<file path="src/design/bspf_pkg.sv">
`default_nettype none

package bspf_pkg;

  // Frame geometry and store sizes
  localparam int LINE_WIDTH      = 240;
  localparam int LINE_COUNT      = 160;
  localparam int VIDEO_HALFWORDS = 49152;
  localparam int PAL_ENTRIES     = 512;

  localparam int VID_AW = $clog2(VIDEO_HALFWORDS);
  localparam int PAL_AW = $clog2(PAL_ENTRIES);

  // Line and column fields are 8 bits wide
  localparam int POS_MAX = 255;
  localparam int LINE_W  = $clog2(LINE_COUNT > POS_MAX + 1 ? LINE_COUNT : POS_MAX + 1);

  localparam int PAGE_OFFSET = 'hA000;

  // Linear offset line*width+column, and the byte address with the page added
  localparam int LC_W  = $clog2(POS_MAX * LINE_WIDTH + POS_MAX + 1);
  localparam int BA_W  = $clog2(POS_MAX * LINE_WIDTH + POS_MAX + PAGE_OFFSET + 1);
  localparam int IDX_W = (BA_W > 17) ? BA_W : 17;

  localparam logic [15:0] WHITE      = 16'hFFFF;
  localparam logic [4:0]  LAYER_MASK = 5'h1F;
  localparam int          BITMAP_BIT = 2;

  localparam int CFG_DW = 5;

  localparam logic [2:0] MODE_DIRECT   = 3'd3;
  localparam logic [2:0] MODE_PALETTED = 3'd4;

  typedef enum logic [1:0] {
    OP_VID_WR = 2'd0,
    OP_PAL_WR = 2'd1,
    OP_FETCH  = 2'd2,
    OP_NONE   = 2'd3
  } op_e;

  typedef enum logic [1:0] {
    CFG_MODE   = 2'd0,
    CFG_PAGE   = 2'd1,
    CFG_BLANK  = 2'd2,
    CFG_LAYERS = 2'd3
  } cfg_e;

  // How a fetch resolves, settled when the item is accepted
  typedef enum logic [2:0] {
    KIND_BLANK,
    KIND_BACKDROP,
    KIND_DIRECT,
    KIND_PALETTED,
    KIND_OFF,
    KIND_UNSUP
  } kind_e;

  typedef struct packed {
    logic [2:0] video_mode;
    logic       frame_page;
    logic       force_blank;
    logic [4:0] layer_enables;
  } cfg_t;

  typedef struct packed {
    logic              valid;
    op_e               op;
    kind_e             kind;
    logic              byte_sel;
    logic              vid_ok;
    logic [VID_AW-1:0] vid_addr;
    logic              pal_ok;
    logic [PAL_AW-1:0] pal_idx;
    logic [15:0]       wdata;
  } stage_t;

  typedef struct packed {
    logic [15:0] pixel;
    logic        drawn;
    logic        unsupported_mode;
  } res_t;

endpackage

`default_nettype wire

</file>
<file path="src/design/bspf_if.sv">
`default_nettype none


interface bspf_out_if;
  logic        valid;
  logic        ready;
  logic [15:0] pixel;
  logic        drawn;
  logic        unsupported_mode;

  modport source (output valid, pixel, drawn, unsupported_mode, input ready);
  modport sink (input valid, pixel, drawn, unsupported_mode, output ready);
endinterface

`default_nettype wire

</file>
<file path="src/design/bspf_out_skid.sv">
`default_nettype none

module bspf_out_skid (
  input  wire logic           clk_i,
  input  wire logic           rst_ni,
  input  wire logic           res_valid_i,
  input  wire bspf_pkg::res_t res_i,
  output logic                en_o,
  bspf_out_if.source          out
);

  logic           out_valid_q, skid_valid_q;
  bspf_pkg::res_t out_q, skid_q;

  // The pipeline moves only while the skid slot is free
  assign en_o = !skid_valid_q;

  always_ff @(posedge clk_i or negedge rst_ni) begin
    if (!rst_ni) begin
      out_valid_q  <= 1'b0;
      skid_valid_q <= 1'b0;
    end else if (!skid_valid_q) begin
      if (res_valid_i) begin
        if (!out_valid_q || out.ready) begin
          out_valid_q <= 1'b1;
        end else begin
          skid_valid_q <= 1'b1;
        end
      end else if (out.ready) begin
        out_valid_q <= 1'b0;
      end
    end else if (out.ready) begin
      skid_valid_q <= 1'b0;
    end
  end

  always_ff @(posedge clk_i) begin
    if (!skid_valid_q) begin
      if (res_valid_i) begin
        if (!out_valid_q || out.ready) begin
          out_q <= res_i;
        end else begin
          skid_q <= res_i;
        end
      end
    end else if (out.ready) begin
      out_q <= skid_q;
    end
  end

  assign out.valid            = out_valid_q;
  assign out.pixel            = out_q.pixel;
  assign out.drawn            = out_q.drawn;
  assign out.unsupported_mode = out_q.unsupported_mode;

endmodule

`default_nettype wire

</file>
<file path="src/flat_wrapper.sv">
// flat-port wrapper written by rule: the top's interface ports become plain ports
module bspf_out_skid_flat 
  (clk_i, rst_ni, res_valid_i, res_i, en_o, out_valid, out_pixel, out_drawn, out_unsupported_mode, out_ready);
  bspf_out_if out_i ();
  input  wire logic clk_i;
  input  wire logic rst_ni;
  input  wire logic res_valid_i;
  input  wire bspf_pkg::res_t res_i;
  output logic en_o;
  output wire logic [$bits(out_i.valid)-1:0] out_valid;
  output wire logic [$bits(out_i.pixel)-1:0] out_pixel;
  output wire logic [$bits(out_i.drawn)-1:0] out_drawn;
  output wire logic [$bits(out_i.unsupported_mode)-1:0] out_unsupported_mode;
  input wire logic [$bits(out_i.ready)-1:0] out_ready;
  assign out_valid = out_i.valid;
  assign out_pixel = out_i.pixel;
  assign out_drawn = out_i.drawn;
  assign out_unsupported_mode = out_i.unsupported_mode;
  assign out_i.ready = out_ready;
  bspf_out_skid u_core (.clk_i(clk_i), .rst_ni(rst_ni), .res_valid_i(res_valid_i), .res_i(res_i), .en_o(en_o), .out(out_i));
endmodule
</file>
<file path="config.mk">
export PLATFORM = sky130hd
export DESIGN_NAME = bspf_out_skid_flat
export DESIGN_NICKNAME = d
export VERILOG_FILES = /design/src/design/bspf_pkg.sv /design/src/design/bspf_if.sv /design/src/design/bspf_out_skid.sv /design/src/flat_wrapper.sv
export SDC_FILE = /design/constraint.sdc
export NUM_CORES = 1
export LEC_CHECK = 0
export BUFFER_PORTS_ARGS = -buffer_cell sky130_fd_sc_hd__buf_2
export CAP_MARGIN = 20
export CORE_ASPECT_RATIO = 1.75
export CORE_MARGIN = 4
export CORE_UTILIZATION = 24
export CTS_BUF_LIST = sky130_fd_sc_hd__clkbuf_4 sky130_fd_sc_hd__clkbuf_8
export DETAILED_ROUTE_END_ITERATION = 10
export GPL_ROUTABILITY_DRIVEN = 1
export PLACE_DENSITY = 0.47
export SYNTH_ARGS = -nofsm -noshare
export SYNTH_HDL_FRONTEND = slang
export SYNTH_SLANG_ARGS = --single-unit
export TNS_END_PERCENT = 100
</file>
<file path="constraint.sdc">
create_clock -name clk_i -period 1.6 [get_ports clk_i]
set_input_delay 0.08 -clock clk_i [delete_from_list [all_inputs] [get_ports clk_i]]
set_output_delay 0.08 -clock clk_i [all_outputs]
set_load 0.03 [all_outputs]
</file>
==> run_results.csv <==
group,metric,value,unit
logic_synthesis,synth.area.top_cells,"edfxtp_1 (73%), mux2_4 (15%), dfrtp_1 (3.4%)",
floorplan,ios,42,
power,powerDensity,1070,nW/um2
floorplan,dieArea,7560,um2
clock_tree,clock_path_buffers,2,
timing,slew_headroom,82.3,%
finish,seqCellArea,1130,um2
logic_synthesis,yosys.cell_count.top_type,"edfxtp_1",
global_route,grt_pass1_wl,4150,um
global_route,antenna_found_initial,0,
drt,drc,0,
logic_synthesis,synth_edf_count,36,
logic_synthesis,synth_area,1490,um2
power,power_frac_clock,28.0,%
logic_synthesis,syn-num-nets,89,
flow_run,drv_cap,0,
finish,fillCellCount,597,
timing,holdWs,82.5,ps
clock_tree,numCtsBuffers,5,
power,comb_power_share,18.2,%
floorplan,rows,37,
drt,routed_via_density,3.79,
critical_path,critical_path.startpoint_type,"flip-flop",
power,p_int,1.69,mW
place,dpl_worst_slack,291,ps
logic_synthesis,synth_cells,67,
critical_path,crit_type,"flip-flop to flip-flop",
finish,fin_area,2090,um2
place,io_buffers,41,
logic_synthesis,synth_top_area_cell,"edfxtp_1",
status,status,"finished clean",
logic_synthesis,synth_top_cells_by_count,"edfxtp_1 (36), mux2_4 (15), mux2_2 (3)",
critical_path,cp.required,1630,ps
critical_path,arrival,1350,ps
timing,min_period_over_period,82.4,%
logic_synthesis,synth_top_area_share,72.8,%
drt,route.vias.total,810,
timing,finalSetupViolCount,0,
place,hpwlAfterDp,1910,um
finish,diodes,0,
clock_tree,path_clk_slew,70,ps
drt,drt_iter0_markers,14,
timing,finalClockSkew,4.94,ps
logic_synthesis,synth_seq_cells,38,
clock_tree,h-tree-depth,2,
timing,max_freq,0.759,GHz
timing,finalCriticalPeriod,1320,ps
drt,drtPass1Iterations,4,
finish,fin_cells,214,
floorplan,die_w,67.5,um
finish,fin_nets,157,
global_route,grt_usage,7.64,%
hold_path,hold_path_class,"primary input to flip-flop",
global_route,grt_pass1_vias,900,
power,p_leak,0.823,nW
drt,wire_per_inst,12.5,um
finish,drive_gt1_share,52.9,%
logic_synthesis,synth_cell_types,13,
power,ir_drop,319,uV
drt,postRouteAntennaNets,0,
finish,utilization,35.3,%
floorplan,floorplan.initialDensity,25.1,%
power,pwr-share-seq,53.8,%
place,dpl-instance-area,1810,um2
floorplan,die-height,112,um
clock_tree,cts_tree,"done",
global_route,grt_max_degree,19,
clock_tree,ctsResizeCount,0,
logic_synthesis,yosysWarnings,0,
timing,hold_viol,0,
floorplan,core_area,5930,um2
place,place_inst,186,
power,power,2.24,mW
finish,multi_input_area,309,um2
clock_tree,clock-sinks,38,
logic_synthesis,syn_area_per_cell,22.2,um2
timing,max_slew.worst_pin.slew,265,ps
timing,setup_ws,282,ps
critical_path,endpoint_kind,"flip-flop",
power,netSwitchingFraction,24.8,%
logic_synthesis,async_flop_share,5.26,%
timing,rsz0062_at_grt,"false",
timing,maxSlewViolCount,0,
clock_tree,clk_latency,280,ps
global_route,overflow,0,
power,switchingPower,0.556,mW
timing,fin_setup_tns,0,ps
finish,area_growth,40.9,%
logic_synthesis,ys.flop_type,"edfxtp_1",
drt,wl,2680,um
place,gp_congestion,0.640,
critical_path,worst-path-max-fanout,18,
logic_synthesis,yosysSeqAreaShare,76.2,%
clock_tree,cts-root-buf,"clkbuf_8",
final cells by class:
type | count | area share [%]
clock buffer | 6 | 3.65
clock inverter | 2 | 0.419
inverter | 1 | 0.179
multi-input combinational | 25 | 14.8
sequential | 38 | 54.1
tap | 78 | 4.67
timing repair buffer | 64 | 22.2
routing by layer:
layer	GRT usage, %	vias up	share of wire (%)
li1	-	394	-
met3	2.00	5	6.0
met1	7.42	380	36
met4	5.28	0	3.5
met5	0	-	0
met2	13.3	31	55
final timing paths:
kind | slack, ps | to | depth (start not counted) | start
max | 280 | u_core.out.pixel[9]$_DFFE_PP_ | 2 | u_core.skid_valid_q$_DFF_PN0_
min | 80 | u_core.out.valid$_DFFE_PN0P_ | 2 | res_valid_i
max reg2reg | 280 | u_core.out.pixel[9]$_DFFE_PP_ | 2 | u_core.skid_valid_q$_DFF_PN0_
min reg2reg | 550 | u_core.out.pixel[0]$_DFFE_PP_ | 1 | u_core.skid_q[2]$_DFFE_PP_
max in group asynchronous | 1390 | u_core.skid_valid_q$_DFF_PN0_ | 2 | rst_ni
min in group asynchronous | 110 | u_core.out.valid$_DFFE_PN0P_ | 2 | rst_ni
logic make-up after synthesis:
kind of cell,count (synthesis),synth area share [%]
AOI/OAI and AO/OA,3,1.52
DFF,38,76.2
and+or+nand+nor,4,1.77
muxes,18,17.4
buffers and inverters,4,3.12
sequential cells by signal, summed over array words and instances, names as in the netlist:
register and count:
u_core.out.unsupported_mode 1, u_core.skid_q 18, u_core.out.valid 1, u_core.out.pixel 16, u_core.skid_valid_q 1, u_core.out.drawn 1
critical path, stage by stage, from the launching register on:
cell     delay [ps]
dfrtp_1         490
buf_12          220
mux2_2          350
cell usage in the layout, fill, tap and decap left out:
cell and count:
buf_12 3, dfrtp_1 2, edfxtp_1 36, nand2b_1 1, mux2_2 3, clkbuf_4 1, buf_2 41, dlygate4sd3_1 20
a21oi_1 1, inv_2 1, a22o_1 1, clkinv_2 1, mux2_4 15, clkinv_1 1, nor2_1 2, o22a_2 1
and4bb_2 1, clkbuf_8 5
power groups by stage:
stage | registers, mW | clock network [mW] | logic [mW]
3_3_place_gp | 1.23 | 0 | 0.369
2_1_floorplan | 1.33 | 0 | 0.156
5_1_grt | 1.22 | 0.703 | 0.435
4_1_cts | 1.21 | 0.666 | 0.417
6_report | 1.21 | 0.629 | 0.408
3_5_place_dp | 1.23 | 0 | 0.378
timing repair:
action	4_1_cts	5_1_grt
endpoints found under the hold margin	21	0
hold buffers	20	0
buffers inserted	0	0
setup endpoints to repair	0	0
Power figures use the tool's default switching activity.
