[src/design/bspf_pkg.sv]
`default_nettype none

package bspf_pkg;

  // Frame geometry and store sizes
  localparam int LINE_WIDTH      = 240;
  localparam int LINE_COUNT      = 160;
  localparam int VIDEO_HALFWORDS = 49152;
  localparam int PAL_ENTRIES     = 512;

  localparam int VID_AW = $clog2(VIDEO_HALFWORDS);
  localparam int PAL_AW = $clog2(PAL_ENTRIES);

  // Line and column fields are 8 bits wide
  localparam int POS_MAX = 255;
  localparam int LINE_W  = $clog2(LINE_COUNT > POS_MAX + 1 ? LINE_COUNT : POS_MAX + 1);

  localparam int PAGE_OFFSET = 'hA000;

  // Linear offset line*width+column, and the byte address with the page added
  localparam int LC_W  = $clog2(POS_MAX * LINE_WIDTH + POS_MAX + 1);
  localparam int BA_W  = $clog2(POS_MAX * LINE_WIDTH + POS_MAX + PAGE_OFFSET + 1);
  localparam int IDX_W = (BA_W > 17) ? BA_W : 17;

  localparam logic [15:0] WHITE      = 16'hFFFF;
  localparam logic [4:0]  LAYER_MASK = 5'h1F;
  localparam int          BITMAP_BIT = 2;

  localparam int CFG_DW = 5;

  localparam logic [2:0] MODE_DIRECT   = 3'd3;
  localparam logic [2:0] MODE_PALETTED = 3'd4;

  typedef enum logic [1:0] {
    OP_VID_WR = 2'd0,
    OP_PAL_WR = 2'd1,
    OP_FETCH  = 2'd2,
    OP_NONE   = 2'd3
  } op_e;

  typedef enum logic [1:0] {
    CFG_MODE   = 2'd0,
    CFG_PAGE   = 2'd1,
    CFG_BLANK  = 2'd2,
    CFG_LAYERS = 2'd3
  } cfg_e;

  // How a fetch resolves, settled when the item is accepted
  typedef enum logic [2:0] {
    KIND_BLANK,
    KIND_BACKDROP,
    KIND_DIRECT,
    KIND_PALETTED,
    KIND_OFF,
    KIND_UNSUP
  } kind_e;

  typedef struct packed {
    logic [2:0] video_mode;
    logic       frame_page;
    logic       force_blank;
    logic [4:0] layer_enables;
  } cfg_t;

  typedef struct packed {
    logic              valid;
    op_e               op;
    kind_e             kind;
    logic              byte_sel;
    logic              vid_ok;
    logic [VID_AW-1:0] vid_addr;
    logic              pal_ok;
    logic [PAL_AW-1:0] pal_idx;
    logic [15:0]       wdata;
  } stage_t;

  typedef struct packed {
    logic [15:0] pixel;
    logic        drawn;
    logic        unsupported_mode;
  } res_t;

endpackage

`default_nettype wire

[src/design/bspf_addr_stage.sv]
`default_nettype none

module bspf_addr_stage (
  input  wire logic                 clk_i,
  input  wire logic                 rst_ni,
  input  wire logic                 en_i,
  input  wire logic                 valid_i,
  input  wire logic [1:0]           operation_i,
  input  wire logic [15:0]          mem_index_i,
  input  wire logic [15:0]          write_data_i,
  input  wire logic [7:0]           line_i,
  input  wire logic [7:0]           column_i,
  input  wire bspf_pkg::cfg_t       cfg_i,
  output bspf_pkg::stage_t          stage_o
);

  logic [bspf_pkg::LC_W-1:0]  lin_off;
  logic [bspf_pkg::BA_W-1:0]  byte_addr;
  logic [bspf_pkg::IDX_W-1:0] hw_idx;
  logic                       bitmap_on;
  bspf_pkg::op_e              op;
  bspf_pkg::kind_e            kind;
  bspf_pkg::stage_t           stage_d, stage_q;

  assign op        = bspf_pkg::op_e'(operation_i);
  assign bitmap_on = cfg_i.layer_enables[bspf_pkg::BITMAP_BIT];

  always_comb begin
    lin_off   = bspf_pkg::LC_W'(line_i) * bspf_pkg::LC_W'(bspf_pkg::LINE_WIDTH)
              + bspf_pkg::LC_W'(column_i);
    byte_addr = bspf_pkg::BA_W'(lin_off)
              + (cfg_i.frame_page ? bspf_pkg::BA_W'(bspf_pkg::PAGE_OFFSET)
                                  : bspf_pkg::BA_W'(0));
    if (op == bspf_pkg::OP_VID_WR) begin
      hw_idx = bspf_pkg::IDX_W'(mem_index_i);
    end else if (cfg_i.video_mode == bspf_pkg::MODE_PALETTED) begin
      hw_idx = bspf_pkg::IDX_W'(byte_addr >> 1);
    end else begin
      hw_idx = bspf_pkg::IDX_W'(lin_off);
    end
  end

  always_comb begin
    if (cfg_i.force_blank) begin
      kind = bspf_pkg::KIND_BLANK;
    end else if ((cfg_i.layer_enables & bspf_pkg::LAYER_MASK) == '0) begin
      kind = bspf_pkg::KIND_BACKDROP;
    end else if (cfg_i.video_mode == bspf_pkg::MODE_DIRECT) begin
      kind = bitmap_on ? bspf_pkg::KIND_DIRECT : bspf_pkg::KIND_OFF;
    end else if (cfg_i.video_mode == bspf_pkg::MODE_PALETTED) begin
      kind = bitmap_on ? bspf_pkg::KIND_PALETTED : bspf_pkg::KIND_OFF;
    end else begin
      kind = bspf_pkg::KIND_UNSUP;
    end
  end

  always_comb begin
    stage_d.valid    = valid_i;
    stage_d.op       = op;
    stage_d.kind     = kind;
    stage_d.byte_sel = byte_addr[0];
    stage_d.vid_ok   = hw_idx < bspf_pkg::IDX_W'(bspf_pkg::VIDEO_HALFWORDS);
    stage_d.vid_addr = hw_idx[bspf_pkg::VID_AW-1:0];
    stage_d.pal_ok   = 17'(mem_index_i) < 17'(bspf_pkg::PAL_ENTRIES);
    stage_d.pal_idx  = mem_index_i[bspf_pkg::PAL_AW-1:0];
    stage_d.wdata    = write_data_i;
  end

  always_ff @(posedge clk_i or negedge rst_ni) begin
    if (!rst_ni) begin
      stage_q <= '0;
    end else if (en_i) begin
      stage_q <= stage_d;
    end
  end

  assign stage_o = stage_q;

endmodule

`default_nettype wire

[config.mk]
export PLATFORM = sky130hd
export DESIGN_NAME = bspf_addr_stage
export DESIGN_NICKNAME = d
export VERILOG_FILES = /design/src/design/bspf_pkg.sv /design/src/design/bspf_addr_stage.sv
export SDC_FILE = /design/constraint.sdc
export NUM_CORES = 1
export LEC_CHECK = 0
export CAP_MARGIN = 20
export CORE_ASPECT_RATIO = 0.8
export CORE_UTILIZATION = 30
export CTS_CLUSTER_DIAMETER = 30
export DETAILED_ROUTE_END_ITERATION = 12
export DONT_BUFFER_PORTS = 1
export SYNTH_ARGS = -nofsm -noshare
export SYNTH_HDL_FRONTEND = slang
export SYNTH_SLANG_ARGS = --single-unit
[constraint.sdc]
create_clock -name clk_i -period 0.96 [get_ports clk_i]
set_input_delay 0.096 -clock clk_i [delete_from_list [all_inputs] [get_ports clk_i]]
set_output_delay 0.096 -clock clk_i [all_outputs]
set_load 0.005 [all_outputs]
==> results of run 1 <==
## repair_timing
| action | in CTS | in global routing |
|---|---|---|
| resized for setup | 31 | 16 |
| setup buffers | 5 | 4 |
| pin swaps | 12 | 15 |
| setup endpoints to repair | 13 | 13 |
| hold endpoints to repair | 95 | 89 |
## per-stage QoR
step           setup WS, ns  power [mW]  setup TNS, ns
5_1_grt               -2.82        10.7         -27.04
6_report              -2.62        10.1         -25.04
4_1_cts               -2.61        9.77         -24.53
3_3_place_gp          -2.91        6.64         -29.05
2_1_floorplan         -2.82        5.34         -25.79
3_5_place_dp          -3.03        6.74         -29.96
## synthesized netlist by cell type (5+ instances only)
cell	number
dfrtp_1	50
a211oi_1	5
nor3_1	5
mux2_2	32
ha_1	22
o21ai_0	10
inv_1	25
nor2_1	29
nand2_1	29
a21o_1	6
mux2i_1	5
clkbuf_1	11
nand3_1	5
xor2_1	6
xnor2_1	9
a21oi_1	33
fa_1	14
## cell families after synthesis
logic type / after synthesis / synth area share, %
and+or+nand+nor: 92 / 13.5
muxes: 37 / 12.1
xor gates and xnor gates: 15 / 3.87
adders and majority gates: 36 / 16.4
AOI/OAI and AO/OA: 69 / 13.0
buffers and inverters: 39 / 4.31
DFF: 50 / 36.9
## power breakdown
part,internal (mW),switching [mW]
logic,2.72,2.22
registers,2.46,0.322
clock network,1.56,0.777
total,6.75,3.32
## layout make-up
cell class,instances,area [µm²],area share (%)
multi-input combinational,249,2280,47.4
sequential,50,1250,26.0
timing repair buffer,90,790,16.4
tap,144,180,3.75
clock buffer,6,139,2.89
inverter,26,109,2.27
clock inverter,2,60.1,1.25
## layer usage
metal / up-vias / wire [µm] / GRT usage, %
li1: 1331 / - / -
met2: 67 / 4590 / 27.7
met5: - / 0 / 0
met3: 6 / 493 / 4.40
met4: 0 / 57 / 3.80
met1: 1345 / 3620 / 18.5
## worst max-delay path, stage by stage
cell      delay [ns]
fa_2            0.46
fa_1            0.53
inv_1           0.06
fa_1            0.49
inv_2           0.05
ha_4            0.27
a21oi_2         0.05
a21o_1          0.17
nand3b_1        0.19
nor4_2          0.19
xnor2_1         0.14
ha_2            0.18
or3_4           0.39
a21oi_2         0.12
nor2_1          0.06
o221a_1         0.14
a21o_1          0.16
## how the worst max path moves through the flow
stage | from | to | slack (ns) | depth (start not counted)
after floorplan | line_i[0] | stage_o[41] | -2.82 | 17
after CTS | line_i[0] | stage_o[41] | -2.61 | 17
final | line_i[0] | stage_o[41] | -2.62 | 17
after detailed placement | line_i[4] | stage_o[41] | -3.03 | 17
after global routing | line_i[0] | stage_o[41] | -2.82 | 17
after global placement | line_i[4] | stage_o[41] | -2.91 | 17
==> results_dict.tcl, run 1 <==
set metrics [dict create \
    status "finished with violations" \
    violations "hold timing, setup timing" \
    cts_hold_buffers 30 \
    ys.flop_type "dfrtp_1" \
    slew_viol_final 0 \
    tightestPinTransition_ns 0.390 \
    synth-seq-cells 50 \
    syn_area_per_cell_um2 10.0 \
    p_leak_nw 2.09 \
    grt_pass1_wl_um 14400 \
    final_cell_mix "buf_4, dfrtp_1, mux2_2, dlygate4sd3_1, nand2_1" \
    rsz0062_at_grt "yes" \
    clkSinkCount 50 \
    synthTopCellsByArea "dfrtp_1, mux2_2, fa_1, ha_1, a21oi_1" \
    layout-drive-gt1-share_pct 35.9 \
    fin_ws_ns -2.62 \
    largest_register_ffs 50 \
    final_cells 567 \
    cellPowerDensity_mw_per_mm2 2100 \
    fin_skew_ns 0 \
    synth_nets 438 \
    max_slew_margin_pct 73.7 \
    die_area_mm2 0.0117 \
    r2r_slack_ns 0.15 \
    post-route-util_pct 44.0 \
    numPortBuffers 0 \
    place_congestion 0.732 \
    cts_made_buffers 5 \
    startpoint_type "input port" \
    ys_types 44 \
    max_freq_mhz 280 \
    r2r_end "stage_o[34]" \
    core_mm2 0.0109 \
    drc 0 \
    worst-setup-path-type "input port to flop" \
    whs_ns -0.508 \
    place_area_mm2 0.00402 \
    fp-row-count 34 \
    die_h_um 97.1 \
    path_clk_slew_ns 0.07 \
    path_max_fanout 3 \
    grt_pass1_vias 2971 \
    cts_buffer_depth 2 \
    fin_area_mm2 0.00481 \
    finalSetupViolCount 13 \
    crit_path_end_kind "flop" \
    post-route-period-util_pct 372 \
    num_vias 2749 \
    die_x_um 121 \
    syn_to_final_growth_pct 41.6 \
    initial_core_util_pct 31.0 \
    final.fill_count 1002 \
    antenna_found_initial 0 \
    via_per_inst 4.85 \
    mostFrequentLayoutCell "buf_4" \
    hp-class "input port to async pin" \
    htreeDepth 2 \
    dp.cells 521 \
    drt_iter0_drc 96 \
    async_flop_share_pct 100 \
    nets 522 \
    grt-ovfl-total 0 \
    clockRootBuffer "clkbuf_16" \
    syn_inst 338 \
    dp_hpwl_um 6450 \
    synth-edff-count 0 \
    n_antenna_cell 0 \
    insertion_delay_ns 0.29 \
    ant_nets 0 \
    yosysTopAreaCellShare_pct 36.9 \
    io_pins 114 \
    maxCapViolations 0 \
    wl_um 8770 \
    crit_arrival_ns 3.76 \
    cp.required_ns 1.15 \
    cts_tree "built" \
    r2r_cells 1 \
    drt_pass1_iterations 4 \
    wl_per_cell_um 15.5 \
    r2r_start "stage_o[34]" \
    peakVddDrop_v 0.000733 \
    grt_max_degree 51 \
    grt.total_usage_pct 15.6 \
    timing.final.crit_period_ns 3.58 \
    final_hold_viol_count 89 \
    synth_top_area_cell "dfrtp_1" \
    yosysWarnings 0 \
    netlist_area_mm2 0.00339 \
    seq_area_frac_synth_pct 36.9 \
]
(Power assumes the default switching activity.)
==> run 2, diff against run 1 <==
--- a/config.mk
+++ b/config.mk
@@ -7,10 +7,12 @@
 export LEC_CHECK = 0
 export CAP_MARGIN = 20
 export CORE_ASPECT_RATIO = 0.8
-export CORE_UTILIZATION = 30
-export CTS_CLUSTER_DIAMETER = 30
+export CORE_UTILIZATION = 54
+export CTS_CLUSTER_DIAMETER = 40
 export DETAILED_ROUTE_END_ITERATION = 12
 export DONT_BUFFER_PORTS = 1
+export HOLD_SLACK_MARGIN = 0.05
+export PLACE_DENSITY = 0.69
 export SYNTH_ARGS = -nofsm -noshare
 export SYNTH_HDL_FRONTEND = slang
 export SYNTH_SLANG_ARGS = --single-unit
==> results_dict.tcl, run 2 (synthesis gave the netlist of run 1 again) <==
set metrics [dict create \
    initial_core_util_pct 56.8 \
    hp-class "input port to async pin" \
    status "finished with violations" \
    dp_hpwl_um 5950 \
    final.fill_count 337 \
    power_mw 10.1 \
    grt_pass1_vias 3011 \
    crit_family "adder cells" \
    syn_to_final_growth_pct 44.9 \
    p_leak_nw 2.15 \
    cellPowerDensity_mw_per_mm2 2040 \
    gr-usage-met2_pct 46.9 \
    grt.total_usage_pct 27.2 \
    switching_share_pct 36.5 \
    grt_pass1_wl_um 14000 \
    violations "hold timing, setup timing" \
    drt_pass1_iterations 4 \
    peakVddDrop_v 0.00133 \
    numPortBuffers 0 \
    met1_usage_pct 33.1 \
    grt_max_degree 51 \
    drc 0 \
    multi_input_area_mm2 0.00240 \
    grtUsageMet3_pct 8.44 \
    critPathBufInv 1 \
    place_congestion 0.881 \
    ant_nets 0 \
    timing.final.crit_period_ns 3.68 \
    fin_skew_ns 0 \
    wl_um 9720 \
    place_area_mm2 0.00395 \
    crit_path_end_kind "flop" \
    whs_ns -0.522 \
    finalSetupViolCount 13 \
    cp_slowest_cell "fa_1" \
    cts_made_buffers 5 \
    crit_chain "fa_2 -> fa_1 -> inv_2 -> fa_1 -> nand2b_1 -> a21oi_2 -> or3_1 -> nand3_2 -> nor4_4 -> xnor2_2 -> ha_4 -> or3_4 -> a21oi_2 -> nor2_1 -> o221a_1 -> a21o_1" \
    grt-ovfl-total 0 \
    antenna_found_initial 0 \
    insertion_delay_ns 0.30 \
    cp.required_ns 1.16 \
    seqPwrFrac_pct 27.6 \
    rsz0062_at_grt "yes" \
    tightestPinTransition_ns 0.406 \
    largest_register_ffs 50 \
    max_slew_margin_pct 72.9 \
    cts_tree "built" \
    final_hold_viol_count 89 \
    worst-setup-path-type "input port to flop" \
    nets 539 \
    maxCapViolations 0 \
    path_clk_slew_ns 0.09 \
    wl_per_cell_um 18.7 \
    die_x_um 90.6 \
    slew_viol_final 0 \
    dp.cells 460 \
    die_area_mm2 0.00661 \
    fin_ws_ns -2.72 \
    final_cell_mix "buf_4, dfrtp_1, dlygate4sd3_1" \
    num_vias 2971 \
    drt_iter0_drc 176 \
    max_freq_mhz 272 \
    crit_arrival_ns 3.88 \
    setup_tns_ns -25.76 \
    p_int_mw 6.38 \
    busiest_layer "met2" \
    clkSinkCount 50 \
    layout-drive-gt1-share_pct 39.0 \
    post-route-period-util_pct 384 \
    core_mm2 0.00597 \
    io_pins 114 \
    n_antenna_cell 0 \
    htreeDepth 2 \
    fin_area_mm2 0.00492 \
    die_h_um 72.9 \
    via_per_inst 5.71 \
    cpPeakStageDelay_ns 0.59 \
    p_clk_share_pct 15.2 \
    mostFrequentLayoutCell "buf_4" \
    p_switching_mw 3.67 \
    ff_latch_area_mm2 0.00125 \
    final_cells 520 \
    clockRootBuffer "clkbuf_8" \
    startpoint_type "input port" \
    cts_buffer_depth 2 \
    fp-row-count 25 \
    combPwrFrac_pct 57.2 \
    path_max_fanout 4 \
]
## run 2: power by group through the flow
stage / sequential, mW / combinational (mW) / clock [mW]
after floorplan: 2.70 / 2.64 / 0
after global placement: 2.79 / 3.80 / 0
after detailed placement: 2.80 / 3.92 / 0
after CTS: 2.76 / 4.66 / 1.51
after global routing: 2.81 / 6.23 / 1.60
final: 2.78 / 5.75 / 1.52
## run 2: final cells by class
cell class | count | share of cell area (%)
clock buffer | 6 | 1.68
sequential | 50 | 25.4
multi-input combinational | 249 | 48.8
inverter | 26 | 2.21
tap | 81 | 2.06
timing repair buffer | 107 | 19.2
clock inverter | 1 | 0.611
## run 2: path summary, 6_finish.rpt
kind / slack, ns / from / endpoint / depth (start not counted)
min: -0.52 / rst_ni / stage_o[40] / 0
max in group asynchronous: 1.39 / rst_ni / stage_o[41] / 0
max reg2reg: 0.08 / stage_o[12] / stage_o[12] / 1
min reg2reg: 0.54 / stage_o[27] / stage_o[27] / 2
min in group clk_i: -0.12 / en_i / stage_o[32] / 1
max: -2.72 / line_i[2] / stage_o[41] / 16
## run 2: what timing repair did
action | in CTS | in global routing
endpoints found under the setup margin | 13 | 14
buffers inserted | 6 | 10
pin swaps | 17 | 35
resized for setup | 29 | 35
hold buffers | 37 | 3
hold endpoints to repair | 100 | 91
cloned | 0 | 0
## run 2: routing by layer
layer  vias up  share of wire [%]
li1       1369                  -
met5         -                  0
met2       141                 52
met3        24                7.5
met1      1437                 39
met4         0                2.2
## run 2: metrics by stage
stage | util, % | setup WS, ns
floorplan | - | -2.82
global placement | 66.2 | -2.90
detailed placement | 66.2 | -3.08
CTS | 77.4 | -2.59
global route | 82.3 | -2.91
finish | 82.3 | -2.72
